--- config.mk ---
export PLATFORM = sky130hd
export DESIGN_NAME = bitset_greedy_colour_order
export DESIGN_NICKNAME = d
export VERILOG_FILES = /design/src/bgco_pkg.sv /design/src/bgco_adj_mem.sv /design/src/bgco_lowest.sv /design/src/bitset_greedy_colour_order.sv
export SDC_FILE = /design/constraint.sdc
export NUM_CORES = 2
export LEC_CHECK = 0
export BUFFER_PORTS_ARGS = -buffer_cell sky130_fd_sc_hd__buf_2
export CAP_MARGIN = 20
export CELL_PAD_IN_SITES_DETAIL_PLACEMENT = 2
export CELL_PAD_IN_SITES_GLOBAL_PLACEMENT = 2
export CORE_AREA = 8 8 825 827
export CTS_CLUSTER_DIAMETER = 80
export DETAILED_ROUTE_END_ITERATION = 8
export DIE_AREA = 0 0 833 835
export PLACE_DENSITY = 0.47
export SKIP_CTS_REPAIR_TIMING = 1
export SYNTH_ARGS = -nofsm -noshare
export SYNTH_HDL_FRONTEND = slang
export SYNTH_HIERARCHICAL = 1
export SYNTH_SLANG_ARGS = --single-unit
--- constraint.sdc ---
create_clock -name aclk -period 15.5 [get_ports aclk]
set_input_delay 0.775 -clock aclk [delete_from_list [all_inputs] [get_ports aclk]]
set_output_delay 0.775 -clock aclk [all_outputs]
set_load 0.02 [all_outputs]
--- src/bgco_pkg.sv ---
// Shared types and constants of the greedy bitset coloring block.
// No dependencies.
package bgco_pkg;

    localparam int MAX_VERTICES = 64;
    localparam int VIDX_W       = 6;
    localparam int ROW_W        = 64;
    localparam int COLOUR_W     = 7;

    localparam logic [ROW_W-1:0] VMASK = (MAX_VERTICES >= ROW_W) ? {ROW_W{1'b1}} :
        ((64'd1 << MAX_VERTICES) - 64'd1);

    typedef enum logic {
        OP_WRITE  = 1'b0,
        OP_COLOUR = 1'b1
    } opcode_t;

    typedef struct packed {
        logic              en;
        logic [VIDX_W-1:0] addr;
        logic [ROW_W-1:0]  data;
    } mem_wr_t;

endpackage

--- src/bgco_adj_mem.sv ---
// Adjacency row memory: one write port, one read port with registered data.
// Depends on bgco_pkg.
module bgco_adj_mem (
    input  logic                          aclk,
    input  bgco_pkg::mem_wr_t             wr,
    input  logic [bgco_pkg::VIDX_W-1:0]   raddr,
    output logic [bgco_pkg::ROW_W-1:0]    rdata
);

    logic [bgco_pkg::ROW_W-1:0] mem [0:(1 << bgco_pkg::VIDX_W)-1];
    logic [bgco_pkg::ROW_W-1:0] rdata_reg;

    always_ff @(posedge aclk) begin
        if (wr.en) begin
            mem[wr.addr] <= wr.data;
        end
        rdata_reg <= mem[raddr];
    end

    assign rdata = rdata_reg;

endmodule

--- src/bgco_lowest.sv ---
// Priority encoder: index of the lowest set bit of the class pool.
// Depends on bgco_pkg.
module bgco_lowest (
    input  logic [bgco_pkg::ROW_W-1:0]  pool,
    output logic [bgco_pkg::VIDX_W-1:0] idx
);

    always_comb begin
        idx = '0;
        for (int i = bgco_pkg::ROW_W - 1; i >= 0; i--) begin
            if (pool[i]) begin
                idx = bgco_pkg::VIDX_W'(i);
            end
        end
    end

endmodule

--- src/bitset_greedy_colour_order.sv ---
// Top level of the greedy bitset coloring block: sequencer and result register.
// Depends on bgco_pkg, bgco_adj_mem, bgco_lowest.
//
//   channel  | ports        | fields (low bit first)
//   request  | s_t*         | tuser: opcode; tdata: row_index, row_bits, candidate_set
//   result   | m_t*         | tdata: vertex, colour; tlast: is_last; tuser: set_was_empty
//
// A row write goes to the adjacency memory on accept. An empty set gives its result in the
// cycle after accept. Coloring picks a vertex, then applies its row, a split set by the
// single registered read port of the adjacency memory. The memory has no reset and no
// clearing pass; the user must keep unwritten rows unread, the block does not enforce it.
// A result waiting on m_tready holds the sequencer before its next pick.
module bitset_greedy_colour_order (
    input  logic         aclk,
    input  logic         aresetn,
    input  logic         s_tvalid,
    output logic         s_tready,
    input  logic [135:0] s_tdata,   // row_index[5:0], row_bits[69:6], candidate_set[133:70]
    input  logic         s_tuser,   // opcode[0]
    output logic         m_tvalid,
    input  logic         m_tready,
    output logic [15:0]  m_tdata,   // vertex[5:0], colour[12:6]
    output logic         m_tlast,
    output logic         m_tuser    // set_was_empty[0]
);

    typedef enum logic [2:0] {
        ST_IDLE  = 3'b001,
        ST_PICK  = 3'b010,
        ST_APPLY = 3'b100
    } state_t;

    state_t                           state_reg, state_next;
    logic [bgco_pkg::ROW_W-1:0]       left_reg, left_next;
    logic [bgco_pkg::ROW_W-1:0]       pool_reg, pool_next;
    logic [bgco_pkg::COLOUR_W-1:0]    colour_reg, colour_next;
    logic                             out_valid_reg, out_valid_next;
    logic [bgco_pkg::VIDX_W-1:0]      out_vertex_reg, out_vertex_next;
    logic [bgco_pkg::COLOUR_W-1:0]    out_colour_reg, out_colour_next;
    logic                             out_last_reg, out_last_next;
    logic                             out_empty_reg, out_empty_next;

    logic [bgco_pkg::VIDX_W-1:0]      pick_idx;
    logic [bgco_pkg::ROW_W-1:0]       pick_bit;
    logic [bgco_pkg::ROW_W-1:0]       left_after;
    logic [bgco_pkg::ROW_W-1:0]       pool_applied;
    logic [bgco_pkg::ROW_W-1:0]       row_q;
    logic [bgco_pkg::ROW_W-1:0]       cand;
    logic [bgco_pkg::VIDX_W-1:0]      in_row_index;
    bgco_pkg::opcode_t                in_opcode;
    bgco_pkg::mem_wr_t                mem_wr;
    logic                             in_acc;
    logic                             out_free;

    bgco_lowest u_lowest (
        .pool (pool_reg),
        .idx  (pick_idx)
    );

    bgco_adj_mem u_mem (
        .aclk  (aclk),
        .wr    (mem_wr),
        .raddr (pick_idx),
        .rdata (row_q)
    );

    assign out_free     = !out_valid_reg || m_tready;
    assign s_tready     = (state_reg == ST_IDLE) && out_free;
    assign in_acc       = s_tvalid && s_tready;
    assign in_opcode    = bgco_pkg::opcode_t'(s_tuser);
    assign in_row_index = s_tdata[5:0];
    assign cand         = s_tdata[133:70] & bgco_pkg::VMASK;
    assign pick_bit     = bgco_pkg::ROW_W'(1) << pick_idx;
    assign left_after   = left_reg & ~pick_bit;
    assign pool_applied = pool_reg & ~(row_q & bgco_pkg::VMASK);

    always_comb begin
        mem_wr.en   = in_acc && (in_opcode == bgco_pkg::OP_WRITE) &&
                      ({1'b0, in_row_index} < 7'(bgco_pkg::MAX_VERTICES));
        mem_wr.addr = in_row_index;
        mem_wr.data = s_tdata[69:6];
    end

    always_comb begin
        state_next      = state_reg;
        left_next       = left_reg;
        pool_next       = pool_reg;
        colour_next     = colour_reg;
        out_valid_next  = out_valid_reg && !m_tready;
        out_vertex_next = out_vertex_reg;
        out_colour_next = out_colour_reg;
        out_last_next   = out_last_reg;
        out_empty_next  = out_empty_reg;
        case (state_reg)
            ST_IDLE: begin
                if (in_acc && (in_opcode == bgco_pkg::OP_COLOUR)) begin
                    if (cand == '0) begin
                        out_valid_next  = 1'b1;
                        out_vertex_next = '0;
                        out_colour_next = '0;
                        out_last_next   = 1'b1;
                        out_empty_next  = 1'b1;
                    end else begin
                        left_next   = cand;
                        pool_next   = cand;
                        colour_next = bgco_pkg::COLOUR_W'(1);
                        state_next  = ST_PICK;
                    end
                end
            end
            ST_PICK: begin
                if (out_free) begin
                    out_valid_next  = 1'b1;
                    out_vertex_next = pick_idx;
                    out_colour_next = colour_reg;
                    out_last_next   = (left_after == '0);
                    out_empty_next  = 1'b0;
                    left_next       = left_after;
                    pool_next       = pool_reg & ~pick_bit;
                    state_next      = ST_APPLY;
                end
            end
            ST_APPLY: begin
                if (left_reg == '0) begin
                    state_next = ST_IDLE;
                end else if (pool_applied == '0) begin
                    pool_next   = left_reg;
                    colour_next = colour_reg + bgco_pkg::COLOUR_W'(1);
                    state_next  = ST_PICK;
                end else begin
                    pool_next  = pool_applied;
                    state_next = ST_PICK;
                end
            end
            default: begin
                state_next = ST_IDLE;
            end
        endcase
    end

    always_ff @(posedge aclk) begin
        if (!aresetn) begin
            state_reg     <= ST_IDLE;
            out_valid_reg <= 1'b0;
        end else begin
            state_reg     <= state_next;
            out_valid_reg <= out_valid_next;
        end
    end

    always_ff @(posedge aclk) begin
        left_reg       <= left_next;
        pool_reg       <= pool_next;
        colour_reg     <= colour_next;
        out_vertex_reg <= out_vertex_next;
        out_colour_reg <= out_colour_next;
        out_last_reg   <= out_last_next;
        out_empty_reg  <= out_empty_next;
    end

    assign m_tvalid = out_valid_reg;
    assign m_tdata  = {3'b000, out_colour_reg, out_vertex_reg};
    assign m_tlast  = out_last_reg;
    assign m_tuser  = out_empty_reg;

endmodule

**Yosys cells after proc, flatten, opt, wreduce, memory -nomap -nowiden**

Memories as Yosys holds them, arrays and structs flattened. A register that Yosys moved wholly into a read port is not among the register bits.
Index checks and enable logic that the tools add are counted.

- Add/sub/neg operators: 1
- Multipliers: 0
- Divide/modulo/power cells: 0
- Magnitude comparators: 0
- Eq/ne operators: 9
- Shift-type cells: 1
- Muxes and demuxes: 102
- Bitwise logic cells: 6
- Reduce and logical (&&, ||, !) cells: 20

Operators with widths:

| cell | count |
|---|---|
| $mux 6 | 67 |
| $mux 64 | 6 |
| $logic_not 64->1 | 4 |
| $and 64x64->64 | 3 |
| $pmux 64 s3 | 1 |
| $not 64->64 | 2 |
| $pmux 64 s2 | 1 |
| $shl 1x6->64 const A | 1 |
| $mux 7 | 7 |
| $pmux 7 s2 | 2 |
| $pmux 6 s2 | 1 |
| $reduce_and 5->1 | 2 |
| $mux 1 | 9 |
| $mux 3 | 3 |
| $pmux 3 s3 | 1 |
| $ne 2x2->1 const B | 4 |
| $reduce_and 4->1 | 2 |
| $add 7x1->7 const B | 1 |
| $pmux 1 s2 | 3 |
| $logic_and 1x1->1 | 5 |
| $ne 2x1->1 const B | 2 |
| $reduce_bool 2->1 | 2 |
| $eq 3x1->1 const B | 1 |
| $eq 3x2->1 const B | 1 |
| 7 further kinds | 8 |

- Bits in registers: 154
- Latch bits: 0
- RAM bits: 4096
- Memory bits (read-only): 0
- Output and inout port bits: 20
- Logic and storage cells: 149
- Memories kept: 1

Memories:

| memory | words | bits a word | read ports | clocked after Yosys merged registers in | write ports | RTL line | RTL |
|---|---|---|---|---|---|---|---|
| u_mem.mem | 64 | 64 | 1 | 1 | 1 | bgco_adj_mem.sv:10 | `logic [bgco_pkg::ROW_W-1:0] mem [0:(1 << bgco_pkg::VIDX_W)-1];` |

**Logic depth before layout (Yosys ltp)**

- Depth in word-level cells: 70
- Gate-level depth with buffers: 14
- Gate-level depth less buffers: 11

**Cells and area by module**

Netlist, hierarchy kept.

Modules (own cells, without submodules):

| module | times used | cells each | area an instance (um2) | seq. area each (um2) |
|---|---|---|---|---|
| bgco_adj_mem | 1 | 6598 | 156348.7 | 124279.2 |
| bitset_greedy_colour_order | 1 | 967 | 9195.1 | 4584.4 |
| bgco_lowest | 1 | 147 | 825.8 | 0.0 |

**Least setup slack after synthesis**

No wires, ideal clock.

- Path type: input port to flip-flop
- Start point: in m_tready
- End point: mem u_mem/mem[48][0] (netlist bit) (enable)
- Library setup time: 0.564 ns
- Data arrival time: 6.141 ns
- Data required time: 14.936 ns
- Setup slack: 8.794 ns
- Stages on the path: 6
- Path through: nor2b_1 -> nor2_1 -> nand2_1 -> nor2_1 -> nand4b_1 -> nor3_1

RTL lines:

| what | RTL line | RTL |
|---|---|---|
| start: declaration | bitset_greedy_colour_order.sv:21 | `input logic m_tready,` |
| end: declaration | bgco_adj_mem.sv:10 |  |

**Final worst setup path**

- Start point: reg pool_reg[62] (netlist bit)
- End point: reg u_mem.rdata_reg, in the netlist u_mem/rdata[62], read port of u_mem.mem

- Word-level cells in the longest chain between the ends: 63

RTL lines:

| what | RTL line | RTL |
|---|---|---|
| start: declaration | bitset_greedy_colour_order.sv:35 | `logic [bgco_pkg::ROW_W-1:0] pool_reg, pool_next;` |
| start signal: assignment | bitset_greedy_colour_order.sv:153 | `pool_reg <= pool_next;` |
| $mux 6 (63 in series) | bgco_lowest.sv:11 | `if (pool[i]) begin` |
| net pick_idx (one bit) | bitset_greedy_colour_order.sv:43 | `logic [bgco_pkg::VIDX_W-1:0] pick_idx;` |
| end: declaration | bgco_adj_mem.sv:11 | `logic [bgco_pkg::ROW_W-1:0] rdata_reg;` |

The timed path passes the listed nets, and every way through them passes these cells.
A chain may end at the register's enable or synchronous reset.

==> flow_summary_export.csv <==
group,metric,value,unit
global_routing,gr-total-overflow,0,
global_routing,busiest_layer,"met2",
floorplan,core,668000,sq um
worst_setup_path,crit_path_top_delay_cell,"buf_4",
yosys,syn_area,166000,sq um
sta,period_needed,6.84,ns
clock_network,clk_latency,1.04,ns
sta,drv_slew,0,
sta,finalHoldViolations,0,
place,dp.cells,16700,
worst_setup_path,crit_family,"buffers and inverters",
place,place_area,179000,sq um
final_layout,largest-register,"u_mem/mem",
route,ant_nets,0,
yosys,async_flop_share,0,%
route,drt_iter0_markers,9411,
sta,finalClockSkew,0.0777,ns
global_routing,grt_start_max_net_pins,109,
run_status,outcome,"complete, no violations",
route,drc,0,
sta,tns,0,ns
worst_setup_path,worstSetupStartpointType,"flop",
global_routing,grt_usage,16.9,%
sta,finalSetupViolCount,0,
final_layout,finalNonFillerCells,17600,
yosys,syn_inst,7712,
final_layout,layout_commonest_cell,"edfxtp_1",
worst_setup_path,max_stage_delay,0.82,ns
clock_network,root_buffer,"clkbuf_16",
floorplan,die_w,833,microns
floorplan,core.rowCount,301,
route,post_drt_wl_per_cell,34.3,microns
yosys,ys_ff_latch,4314,
worst_setup_path,crit_top_cell,"buf_4",
global_routing,grtUsageMet1,23.7,%
global_routing,grt_pass1_wl,820000,microns
final_layout,fin_area,196000,sq um
run,maxCapViolCount,0,
place,dp.final_hpwl,355000,microns
worst_setup_path,timing.rr.start,"pool_reg[62]$_DFFE_PP_",
worst_setup_path,cp.arrival,7.73,ns
worst_setup_path,reg2reg_slack,8.66,ns
worst_setup_path,rr_worst_depth,14,
worst_setup_path,cp.depth,14,
route,totalWireLength,604000,microns
yosys,yosysWarnings,6,
route,firstDrtPassIters,5,
sta,maxSlewHeadroom,20.8,%
clock_network,clk_pin_slew_worst_paths,0.06,ns
clock_network,clockBufferDepth,4,
worst_setup_path,path_class,"flop to flop",
final_layout,postLayoutCoreUtil,29.3,%
final_layout,final_cell_mix,"edfxtp_1 (4,246), mux4_2 (1,024), clkbuf_16 (488), buf_4 (252), nand2_1 (234)",
pwr,leakage,58.5,nW
yosys,synth_area_per_cell,21.6,sq um
yosys,synth_edf_count,4246,
yosys,ys_seq_area_share,77.5,%
global_routing,met2_usage,28.0,%
clock_network,cts_tree,"done",
worst_setup_path,worstReg2RegEnd,"u_mem/rdata[62]$_DFF_P_",
clock_network,cts_buffers,482,
sta,tightest_slew,1.19,ns
floorplan,ios,161,
worst_setup_path,cp.required,16.40,ns
min_path,hp-class,"input pin to flop",
worst_setup_path,end_kind,"flop",
route,viasPerCell,4.90,
sta,fmax,0.146,GHz
worst_setup_path,crit_buf_inv,4,
final_layout,largest_reg_flops,4096,
final_layout,area_growth_syn_to_layout,17.6,%
clock_network,cts_max_level,5,
yosys,ys_types,75,
sta,finalCritPeriodShare,44.1,%
pwr,ir_drop,193,uV
floorplan,die_h,835,microns
clock_network,cts_num_sinks,4314,
final_layout,fin_nets,8385,
worst_setup_path,crit_end,"u_mem/rdata[62]$_DFF_P_",
global_routing,antenna_found_initial,80,
pwr,power_density,170,nW/um^2
yosys,yosys_most_used_dff,"edfxtp_1",
worst_setup_path,path_cells,"nand2b_1, a221oi_1, o211ai_1, o211a_1, o311ai_2, buf_4, buf_4, buf_12, buf_4, mux4_2, nor2b_1, a211oi_1, o22ai_1, and3_1",
global_routing,grtUsageMet3,1.94,%
place,numPortBuffers,155,
final_layout,drive_gt1_share,26.8,%
floorplan,dieArea,696000,sq um
worst_setup_path,critPathMaxFanout,75,
worst_setup_path,startpoint,"pool_reg[62]$_DFFE_PP_",
floorplan,initial_core_util,24.9,%
route,vias,86300,
place,gp_congestion,0.860,
sta,rsz0062_at_grt,"no",
global_routing,first_global_vias,92200,
[where the power goes]
part | switching [mW] | total, mW | internal, mW
combinational | 4.31 | 8.06 | 3.75
sequential | 0.743 | 14.0 | 13.2
clock | 4.83 | 11.3 | 6.42
[cells by family after synthesis]
| family | after synthesis | synth area share (%) |
|---|---|---|
| buffers and inverters | 469 | 1.35 |
| adder cells (fa/ha/maj) | 1 | 0.00752 |
| AND/OR/NAND/NOR | 930 | 2.92 |
| multiplexers | 1162 | 14.7 |
| AO/OA/AOI/OAI | 830 | 3.55 |
| XOR/XNOR | 5 | 0.0263 |
| other | 1 | 0.00225 |
| flip-flops | 4314 | 77.5 |
[routing by layer]
layer / vias to the layer above / wire length (microns)
li1: 34000 / -
met1: 49000 / 269000
met2: 2490 / 291000
met3: 798 / 28400
met4: 12 / 15800
met5: - / 79
[how the worst min path moves through the flow]
| stage | slack (ns) | start | to | depth (start not counted) |
|---|---|---|---|---|
| final | 0.06 | s_tdata[73] | left_reg[3]$_DFFE_PP_ | 3 |
| after global routing | 0.0006 | s_tdata[59] | u_mem/mem[61][53]$_DFFE_PP_ | 1 |
| after CTS | -0.11 | aresetn | m_tvalid$_SDFF_PN0_ | 3 |
| after detailed placement | 0.51 | m_tvalid$_SDFF_PN0_ | m_tvalid$_SDFF_PN0_ | 2 |
| after global placement | 0.52 | m_tvalid$_SDFF_PN0_ | m_tvalid$_SDFF_PN0_ | 2 |
| after floorplan | 0.56 | colour_reg[0]$_SDFFCE_PN1P_ | colour_reg[0]$_SDFFCE_PN1P_ | 1 |
[Yosys cell counts (31+ instances only)]
cell / n / area, sq um
and3_1: 82 / 513
a32oi_1: 63 / 552
nand2_1: 237 / 890
nor2b_1: 101 / 632
or3_1: 32 / 200
buf_2: 181 / 906
a211oi_1: 64 / 480
dfxtp_1: 68 / 1360
a21oi_1: 95 / 475
nor4_1: 67 / 419
nor2_1: 170 / 638
mux2i_1: 135 / 1350
clkbuf_1: 176 / 661
nand3_1: 101 / 505
buf_4: 45 / 338
inv_1: 34 / 128
or2_2: 31 / 194
mux4_2: 1024 / 23100
o21ai_1: 50 / 250
edfxtp_1: 4246 / 128000
o22ai_1: 88 / 551
o21ai_0: 65 / 325
a22o_1: 89 / 780
o221ai_1: 39 / 342
a22oi_1: 169 / 1270
[tightest hold or removal path: cells and delay by family]
kind,cells,cell delay (ns)
and+or+nand+nor,2,0.10
buffers and inverters,1,0.10
[final cells by class]
cell class	instances	area, sq um
Inverter	34	128
Timing Repair Buffer	480	4140
Clock buffer	656	13200
Multi-Input combinational cell	2931	35900
Tap cell	8938	11200
Fill cell	66800	473000
Sequential cell	4314	129000
Antenna cell	11	27.5
Clock inverter	239	2250
[metrics by stage]
step                      power (mW)  hold WS [ns]  worst slack, ns
final                           33.3        0.0574             8.66
after global routing            34.6      0.000562             8.15
after CTS                       33.8        -0.109             8.38
after detailed placement        22.4         0.507             8.47
after global placement          22.4         0.517             8.49
after floorplan                 19.6         0.561             8.79
Note: power is estimated with default switching activity, not from simulation.
